--- src/hw/rtl/ins_sort_pkg.sv ---
// Package for the insertion sorter: shared constants, the state type and the
// structs that pass between the sorter cells and the top level.
// No dependencies.
package ins_sort_pkg;

    localparam int unsigned DEPTH_DEF = 64;
    localparam int unsigned VAL_W     = 32;

    typedef enum logic {
        ST_FILL,
        ST_DRAIN
    } t_state;

    // Broadcast from the top level to every cell.
    typedef struct packed {
        logic                    insert;
        logic                    shift;
        logic signed [VAL_W-1:0] value;
    } t_ctrl;

    // What one cell shows to its neighbors.
    typedef struct packed {
        logic                    valid;
        logic                    gt;
        logic signed [VAL_W-1:0] data;
    } t_cell_out;

endpackage

--- src/hw/rtl/ins_sort_cell.sv ---
// One compare-and-shift cell of the sorter chain.
// Depends on ins_sort_pkg.
module ins_sort_cell (
    input  logic                  i_clk,
    input  logic                  i_rst_n,
    input  ins_sort_pkg::t_ctrl     i_ctrl,
    input  ins_sort_pkg::t_cell_out i_lower,
    input  ins_sort_pkg::t_cell_out i_upper,
    output ins_sort_pkg::t_cell_out o_cell
);
    import ins_sort_pkg::*;

    logic                    r_valid;
    logic                    n_valid;
    logic signed [VAL_W-1:0] r_data;
    logic signed [VAL_W-1:0] n_data;
    logic                    gt;
    logic                    take;

    // Strict compare keeps equal values in arrival order.
    assign gt   = r_valid && (r_data > i_ctrl.value);
    // A cell takes a new entry if its own entry moves up, or if it is the
    // first empty cell of the chain.
    assign take = gt || (!r_valid && i_lower.valid);

    always_comb begin
        n_valid = r_valid;
        n_data  = r_data;
        if (i_ctrl.shift) begin
            n_valid = i_upper.valid;
            n_data  = i_upper.data;
        end else if (i_ctrl.insert && take) begin
            n_valid = 1'b1;
            n_data  = i_lower.gt ? i_lower.data : i_ctrl.value;
        end
    end

    always_ff @(posedge i_clk) begin
        if (!i_rst_n) begin
            r_valid <= 1'b0;
        end else begin
            r_valid <= n_valid;
        end
    end

    always_ff @(posedge i_clk) begin
        r_data <= n_data;
    end

    assign o_cell.valid = r_valid;
    assign o_cell.gt    = gt;
    assign o_cell.data  = r_data;

endmodule

--- config.mk ---
export PLATFORM = sky130hd
export DESIGN_NAME = ins_sort_cell
export DESIGN_NICKNAME = d
export VERILOG_FILES = /design/src/hw/rtl/ins_sort_pkg.sv /design/src/hw/rtl/ins_sort_cell.sv
export SDC_FILE = /design/constraint.sdc
export NUM_CORES = 1
export LEC_CHECK = 0
export BUFFER_PORTS_ARGS = -buffer_cell sky130_fd_sc_hd__clkbuf_2
export CORE_ASPECT_RATIO = 1.4
export CORE_MARGIN = 10
export CORE_UTILIZATION = 49
export CTS_CLUSTER_DIAMETER = 150
export DETAILED_ROUTE_END_ITERATION = 16
export GPL_ROUTABILITY_DRIVEN = 0
export MAX_ROUTING_LAYER = met4
export PLACE_DENSITY = 0.87
export SYNTH_ARGS = -nofsm -noshare
export SYNTH_HDL_FRONTEND = slang
export SYNTH_SLANG_ARGS = --single-unit
--- constraint.sdc ---
create_clock -name i_clk -period 7.17 [get_ports i_clk]
set_input_delay 0.717 -clock i_clk [delete_from_list [all_inputs] [get_ports i_clk]]
set_output_delay 0.717 -clock i_clk [all_outputs]
set_load 0.02 [all_outputs]
==> out/qor.csv, run 1 <==
stage,metric,value,unit
cts,post_cts_resize_count,0,
place,hpwlAfterDp,6240,um
synthesis,synth_simple_gate_area_frac,0.117,
run,max_cap_viol_count,0,
final_layout,antenna-diode-count,0,
synthesis,ys_warn_count,0,
grt,grt.busiest_layer,met2,
worst_setup_path,r2r_slack,4.68,ns
grt,met2_track_usage_gr,0.346,
worst_setup_path,max_stage_delay,0.40,ns
synthesis,synth-edff-count,32,
place,dpl.cell_count,462,
synthesis,postSynthAreaPerCell,9.39,um^2
cts,cts_max_level,2,
timing,slew_violations,0,
detailed_routing,vias_per_cell,5.26,
worst_setup_path,cp_cell_sequence,"clkbuf_2, inv_1, ha_1, nand4_1, nor2_1, a22oi_1, o211ai_1, or3_1, a21boi_1, clkbuf_2",
grt,grt_first_pass_wirelength,12000,um
worst_hold_path,hp-class,reg -> reg,
cts,cts_root_buf,sky130_fd_sc_hd__clkbuf_8,
floorplanning,die_area,0.00852,mm^2
timing,timing.final.hold_violations,0,
floorplanning,initial_utilization,0.497,
power,p_switching,0.187,mW
synthesis,main_combinational_cell_family_by_area_after_synthesis,adder cells,
final_layout,fillerInstances,437,
timing,worst_slew_pin_slew,1.08,ns
detailed_routing,remaining_design_rule_violation_count,0,
synthesis,post-synth-top-area-cell,sky130_fd_sc_hd__edfxtp_1,
synthesis,post_synth_most_frequent_cells,"sky130_fd_sc_hd__nand2_1 (43), sky130_fd_sc_hd__o21ai_0 (38), sky130_fd_sc_hd__inv_1 (34)",
power,p_seq_frac,0.430,
synthesis,post_synth_fa_ha_maj_area_fraction,0.157,
timing,fin_worst_skew,0.00913,ns
detailed_routing,routed_wire_length_per_instance,15.9,um
power,power_report.internal_total,0.393,mW
synthesis,yosysSeqAreaShare,0.385,
worst_setup_path,r2r_cells,8,
cts,cts_num_sinks,33,
detailed_routing,finalWirelength,7470,um
cts,cts_buffers,5,
worst_setup_path,worst-endpoint-arrival,2.68,ns
cts,number_of_buffers_inserted_by_post_cts_setup_repair,0,
floorplanning,design.core.area,0.00512,mm^2
cts,tritoncts,yes,
final_layout,sequential_cell_area,981,um^2
final_layout,area_growth_syn_to_layout,31.8,%
detailed_routing,routed-via-count,2472,
power,p_leak,1.79,nW
grt,gr-usage-met1,0.162,
synthesis,netlist-cell-type-count,31,
detailed_routing,route.antenna.remaining_nets,0,
timing,slew_headroom,0.283,
power,ir_worst_vdd,0.132,mV
detailed_routing,detail_route.iter0.violations,114,
cts,clockBufferDepth,2,
synthesis,post_synthesis_cells,271,
detailed_routing,first_pass_iters,4,
floorplanning,x_dimension_of_the_die,80.9,um
synthesis,synth-compound-area-share,0.141,
synthesis,yosys-mux-area-fraction,0.126,
worst_setup_path,timing.critical_path.fanout_max,6,
grt,maximum_number_of_pins_on_one_net_before_global_route_repair,67,
worst_setup_path,critical_path_s_most_frequent_cell,sky130_fd_sc_hd__clkbuf_2,
cts,postCtsHoldBufs,0,
power,cellPowerDensity,173,mW/mm^2
worst_hold_path,worst_hold_path.num_cells,2,
place,place.port_buffers,136,
synthesis,synth_nets,407,
floorplanning,dieHeight,105,um
timing,hold_ws,0.524,ns
synthesis,synth_largest_type_area_fraction,0.378,
final_layout,final_net_count,539,
grt,total_gr_overflow,0,
power,switching_share,0.322,
synthesis,synthArstFlopShare,0,
floorplanning,rows,31,
final_layout,layoutNonFillerInstCount,470,
worst_setup_path,worstSetupPathType,in -> out,
synthesis,yosys-top-cells-area,"sky130_fd_sc_hd__edfxtp_1 (38%), sky130_fd_sc_hd__ha_1 (16%), sky130_fd_sc_hd__mux2i_1 (13%)",
final_layout,utilization,0.655,
grt,initial_antenna_violation_count,0,
grt,use_met3,0.0383,
timing,grt_setup_unrepaired,no,
timing,setup_viol,0,
cts,clkSlewWorstSetupHoldPaths,0.07,ns
timing,timing.final.crit_share,0.474,
timing,finalSetupTns,0,ns
final_layout,multiInputGateArea,0.00138,mm^2
timing,fin_crit,3.40,ns
power,share_clk_of_total_power,0.251,
worst_setup_path,critical_path.endpoint_type,primary output,
final_layout,drive_above_1_share,0.369,
synthesis,ys_dominant_reg_cell,sky130_fd_sc_hd__edfxtp_1,
floorplanning,floorplan.io_pins,138,
worst_setup_path,worst_path_max_delay_cell,sky130_fd_sc_hd__or3_1,
synthesis,synth.ff_latch_count,33,
synthesis,synth.cell_area,0.00254,mm^2
timing,maxClockFrequency,0.294,GHz
grt,number_of_global_route_vias_before_repair,2698,
grt,globalRouteTotalUtil,0.180,
synthesis,yosys.cell_count.top_type,sky130_fd_sc_hd__nand2_1,
power,combPwrFrac,0.319,
synthesis,synth-xor-area-share,0,
worst_setup_path,critical_path_required,6.45,ns
cts,clock_insertion_delay_worst_skew,0.28,ns
outcome,status,"complete, no violations",
worst_setup_path,critPathLaunchType,input pin,
metrics by stage:
stage | power, mW | instance area, um^2 | worst slack (ns)
floorplan | 0.365 | 2540 | 4.14
global placement | 0.432 | 3260 | 3.93
detailed placement | 0.440 | 3260 | 3.82
CTS | 0.587 | 3350 | 3.81
global route | 0.619 | 3350 | 3.55
finish | 0.580 | 3350 | 3.77
power groups by stage:
stage | clock network (mW) | registers (mW) | logic, mW
floorplan | 0 | 0.278 | 0.0870
global placement | 0 | 0.252 | 0.179
detailed placement | 0 | 0.254 | 0.186
CTS | 0.150 | 0.250 | 0.187
global route | 0.159 | 0.252 | 0.208
finish | 0.145 | 0.250 | 0.185
worst max-delay path: cells and delay by family:
| kind | cells | cell delay [ns] |
|---|---|---|
| simple gates | 3 | 0.68 |
| compound gates | 3 | 0.58 |
| fa+ha+maj | 1 | 0.35 |
| buf+inv | 3 | 0.35 |
cell type report:
cell class	instances	area share
clock buffer	8	0.0269
inverter	34	0.0381
multi-input combinational	191	0.410
sequential	33	0.293
tap	66	0.0246
timing repair buffer	138	0.207
placed cells by master (no fill, tap or decap), types with 2 or more instances in the layout:
| master | n |
|---|---|
| sky130_fd_sc_hd__clkbuf_2 | 136 |
| sky130_fd_sc_hd__clkbuf_8 | 6 |
| sky130_fd_sc_hd__ha_1 | 32 |
| sky130_fd_sc_hd__nor3_1 | 2 |
| sky130_fd_sc_hd__nand2_1 | 43 |
| sky130_fd_sc_hd__a21oi_1 | 13 |
| sky130_fd_sc_hd__buf_4 | 2 |
| sky130_fd_sc_hd__nor2_1 | 4 |
| sky130_fd_sc_hd__nand3_1 | 2 |
| sky130_fd_sc_hd__o21ai_0 | 38 |
| sky130_fd_sc_hd__nand4_1 | 6 |
| sky130_fd_sc_hd__clkbuf_1 | 2 |
| sky130_fd_sc_hd__inv_1 | 34 |
| sky130_fd_sc_hd__a31oi_1 | 3 |
| sky130_fd_sc_hd__o211ai_1 | 2 |
| sky130_fd_sc_hd__edfxtp_1 | 32 |
| sky130_fd_sc_hd__mux2i_1 | 32 |
logic make-up (layout without fill, tap and decap cells):
group | count (synthesis) | count (layout)
fa+ha+maj | 32 | 32
flops | 33 | 33
simple gates | 64 | 64
mux | 32 | 32
buf+inv | 47 | 180
compound gates | 63 | 63
path summary, 6_finish.rpt:
path | start | to
worst max-delay path | i_ctrl[31] | o_cell[32]
worst min-delay path | r_valid | r_valid
worst max register to register | r_data[31] | r_data[17]
worst min register to register | r_valid | r_valid
sequential cells by signal (all words and copies together) (netlist names):
register	flops
r_data	32
r_valid	1
routing by layer:
layer | vias up | part of all wire | wire [um]
li1 | 1235 | - | -
met1 | 1145 | 0.35 | 2600
met2 | 78 | 0.57 | 4240
met3 | 14 | 0.060 | 448
met4 | 0 | 0.024 | 176
met5 | - | 0 | 0
(Power assumes the default switching activity.)
==> inputs of run 2 (changes only) <==
--- a/config.mk
+++ b/config.mk
@@ -5,15 +5,16 @@
 export SDC_FILE = /design/constraint.sdc
 export NUM_CORES = 1
 export LEC_CHECK = 0
+export ABC_AREA = 1
 export BUFFER_PORTS_ARGS = -buffer_cell sky130_fd_sc_hd__clkbuf_2
 export CORE_ASPECT_RATIO = 1.4
 export CORE_MARGIN = 10
-export CORE_UTILIZATION = 49
+export CORE_UTILIZATION = 41
 export CTS_CLUSTER_DIAMETER = 150
 export DETAILED_ROUTE_END_ITERATION = 16
 export GPL_ROUTABILITY_DRIVEN = 0
 export MAX_ROUTING_LAYER = met4
-export PLACE_DENSITY = 0.87
+export PLACE_DENSITY = 0.77
 export SYNTH_ARGS = -nofsm -noshare
 export SYNTH_HDL_FRONTEND = slang
 export SYNTH_SLANG_ARGS = --single-unit
==> constraint.sdc (replaced) <==
create_clock -name i_clk -period 2.8 [get_ports i_clk]
set_input_delay 0.28 -clock i_clk [delete_from_list [all_inputs] [get_ports i_clk]]
set_output_delay 0.28 -clock i_clk [all_outputs]
set_load 0.02 [all_outputs]
==> run 2 against run 1 <==
Effect of this change: die area rose by 17%; sequential power rose to 2.5 times the previous value; core utilization shrank 10 points; design area is 1.4% higher; total power rose by 150%; sequential share of layout area fell by 0.41 points; highest routed layer unchanged.
==> out/qor.csv, run 2 <==
stage,metric,value,unit
synthesis,ys_dominant_reg_cell,sky130_fd_sc_hd__edfxtp_1,
synthesis,post-synth-top-area-cell,sky130_fd_sc_hd__edfxtp_1,
floorplanning,design.core.area,0.00617,mm^2
final_layout,layoutNonFillerInstCount,510,
grt,initial_antenna_violation_count,0,
final_layout,largest_register_ffs,32,
worst_setup_path,timing.rr.start,r_data[31],
timing,slew_headroom,0.219,
cts,cts_num_sinks,33,
detailed_routing,routed-via-count,2554,
synthesis,synth.ff_latch_count,33,
power,cellPowerDensity,421,mW/mm^2
worst_setup_path,crit_start,r_data[31],
synthesis,yosys.cell_count.top_type,sky130_fd_sc_hd__nand2_1,
synthesis,synth-edff-count,32,
worst_setup_path,cp_num_cells,12,
timing,finalSetupTns,0,ns
timing,grt_setup_unrepaired,no,
cts,clockBufferDepth,2,
worst_setup_path,worstSetupPathType,reg -> reg,
worst_setup_path,critical_path_s_most_frequent_cell,sky130_fd_sc_hd__nand2_1,
grt,total_gr_overflow,0,
run,max_cap_viol_count,0,
synthesis,synth-xor-area-share,0,
cts,cts_root_buf,sky130_fd_sc_hd__clkbuf_8,
worst_setup_path,cp_cell_sequence,"ha_1, nand2_1, nor2_2, nand2_2, nor3b_2, nand2_1, nand3_1, nand3_2, nand2_1, nand2_1, nand2_1, buf_4",
synthesis,synth_simple_gate_area_frac,0.151,
synthesis,postSynthAreaPerCell,8.46,um^2
grt,globalRouteTotalUtil,0.162,
worst_setup_path,critical_path_required,2.76,ns
worst_setup_path,crit-reg2reg-capture,r_data[27],
timing,timing.final.crit_share,0.811,
cts,postCtsHoldBufs,0,
synthesis,post_synthesis_cells,307,
synthesis,main_combinational_cell_family_by_area_after_synthesis,compound AO/OA/AOI/OAI gates,
synthesis,synthArstFlopShare,0,
synthesis,netlist-cell-type-count,24,
detailed_routing,first_pass_iters,4,
cts,tritoncts,yes,
floorplanning,floorplan.io_pins,138,
grt,grt_first_pass_wirelength,12800,um
worst_setup_path,r2r_slack,0.53,ns
floorplanning,rows,34,
final_layout,layout.cells.most_common,sky130_fd_sc_hd__clkbuf_2,
detailed_routing,finalWirelength,7770,um
synthesis,synth_nets,443,
synthesis,synth_largest_type_area_fraction,0.370,
final_layout,most_frequent_cells_in_the_layout,"sky130_fd_sc_hd__clkbuf_2 (136), sky130_fd_sc_hd__nand2_1 (71), sky130_fd_sc_hd__inv_1 (45), sky130_fd_sc_hd__ha_1 (32), sky130_fd_sc_hd__edfxtp_1 (32)",
synthesis,yosysSeqAreaShare,0.378,
floorplanning,x_dimension_of_the_die,87.3,um
timing,hold_ws,0.231,ns
grt,number_of_global_route_vias_before_repair,2798,
synthesis,synth-compound-area-share,0.224,
synthesis,post_synth_fa_ha_maj_area_fraction,0.154,
timing,fin_worst_skew,0.00276,ns
final_layout,top_register,r_data,
place,hpwlAfterDp,6560,um
final_layout,antenna-diode-count,0,
worst_hold_path,hp-class,in -> reg,
cts,clkSlewWorstSetupHoldPaths,0.07,ns
worst_setup_path,critPathCapture,r_data[27],
place,placedInstanceArea,0.00332,mm^2
final_layout,reg.largest.list,"r_data: 32 flops, r_valid: 1 flops",
worst_setup_path,r2r_cells,12,
synthesis,yosys-mux-area-fraction,0,
outcome,status,"complete, no violations",
final_layout,area_growth_syn_to_layout,31.0,%
place,place.port_buffers,136,
floorplanning,initial_utilization,0.421,
floorplanning,die_area,0.00996,mm^2
cts,cts_buffers,5,
cts,number_of_buffers_inserted_by_post_cts_setup_repair,0,
final_layout,drive_above_1_share,0.342,
cts,clock_insertion_delay_worst_skew,0.28,ns
detailed_routing,remaining_design_rule_violation_count,0,
final_layout,fin_area,0.00340,mm^2
worst_setup_path,worst-endpoint-arrival,2.23,ns
place,dpl.cell_count,503,
final_layout,fillerInstances,585,
power,ir_worst_vdd,0.234,mV
synthesis,synth.cell_area,0.00260,mm^2
cts,post_cts_resize_count,0,
place,place_ws,0.501,ns
detailed_routing,vias_per_cell,5.01,
final_layout,final_net_count,574,
timing,setup_viol,0,
worst_setup_path,timing.critical_path.max_delay_family,simple AND/OR/NAND/NOR gates,
synthesis,post_synth_most_frequent_cells,"sky130_fd_sc_hd__nand2_1 (71), sky130_fd_sc_hd__inv_1 (45), sky130_fd_sc_hd__edfxtp_1 (32), sky130_fd_sc_hd__ha_1 (32), sky130_fd_sc_hd__o21a_1 (31)",
detailed_routing,routed_wire_length_per_instance,15.2,um
worst_setup_path,critPathLaunchType,flip-flop,
timing,maxClockFrequency,0.440,GHz
worst_setup_path,timing.critical_path.fanout_max,18,
timing,fin_crit,2.27,ns
worst_setup_path,worst_path_max_delay_cell,sky130_fd_sc_hd__edfxtp_1,
detailed_routing,detail_route.iter0.violations,93,
power,power,1.43,mW
worst_setup_path,critical_path_buffers_and_inverters,1,
power,p_leak,1.78,nW
worst_setup_path,max_stage_delay,0.40,ns
grt,maximum_number_of_pins_on_one_net_before_global_route_repair,63,
synthesis,ys_warn_count,0,
final_layout,utilization,0.551,
detailed_routing,route.antenna.remaining_nets,0,
timing,worst_slew_pin_slew,1.17,ns
timing,timing.final.hold_violations,0,
floorplanning,dieHeight,114,um
synthesis,yosys-top-cells-area,"sky130_fd_sc_hd__edfxtp_1 (37%), sky130_fd_sc_hd__ha_1 (15%), sky130_fd_sc_hd__nand2_1 (10%)",
cts,cts_max_level,2,
timing,setup_slack,0.529,ns
worst_setup_path,critical_path.endpoint_type,flip-flop,
timing,slew_violations,0,
## run 2: cell count changes in the layout (fill, tap and decap cells not counted), sizes merged, moves of 3 or more
cell / before / now
o211ai: 2 / 29
nand4: 7 / 2
nand3: 2 / 5
nor2: 4 / 14
inv: 34 / 46
o21a: 0 / 31
a31oi: 3 / 0
mux2i: 32 / 0
o21ai: 38 / 3
nand2: 43 / 72
a21oi: 13 / 20
## run 2: cell type report
class | instances | area (um^2) | share of cell area
multi-input combinational | 212 | 1370 | 0.404
sequential | 33 | 981 | 0.288
timing repair buffer | 139 | 703 | 0.207
clock buffer | 6 | 72.6 | 0.0213
tap | 72 | 90.1 | 0.0265
clock inverter | 1 | 3.75 | 0.00110
inverter | 47 | 176 | 0.0519
## run 2: worst reg2reg max path, delay by kind of cell, from the launching register on
kind	cells	cell delay, ns
adders and majority gates	1	0.35
buffers and inverters	1	0.29
DFF	1	0.40
and+or+nand+nor	10	0.90
## run 2: cells by family (layout without fill, tap and decap cells)
family	count (synthesis)	in the layout
AOI/OAI and AO/OA	85	85
buffers and inverters	62	193
and+or+nand+nor	95	95
adders and majority gates	32	32
DFF	33	33
## run 2: worst min-delay path by stage
stage	from	endpoint	slack, ns	depth (start not counted)
final	i_rst_n	r_valid	0.23	3
after detailed placement	r_valid	r_valid	0.51	2
after floorplan	i_ctrl[32]	r_valid	0.40	2
after CTS	i_rst_n	r_valid	0.22	3
after global placement	r_valid	r_valid	0.50	2
after global routing	i_rst_n	r_valid	0.25	3
## run 2: where the power goes
part / total [mW] / switching [mW] / internal (mW) / leakage (nW)
Combinational: 0.468 / 0.270 / 0.198 / 1.42
Sequential: 0.630 / 0.0265 / 0.604 / 0.324
Clock: 0.335 / 0.167 / 0.168 / 0.0387
## run 2: per-layer routing
| metal | up-vias | wire length [um] | track usage |
|---|---|---|---|
| met5 | - | 0 | - |
| met4 | 0 | 195 | 0.0618 |
| met3 | 12 | 445 | 0.0292 |
| met2 | 89 | 4180 | 0.287 |
| met1 | 1138 | 2950 | 0.171 |
| li1 | 1315 | - | - |
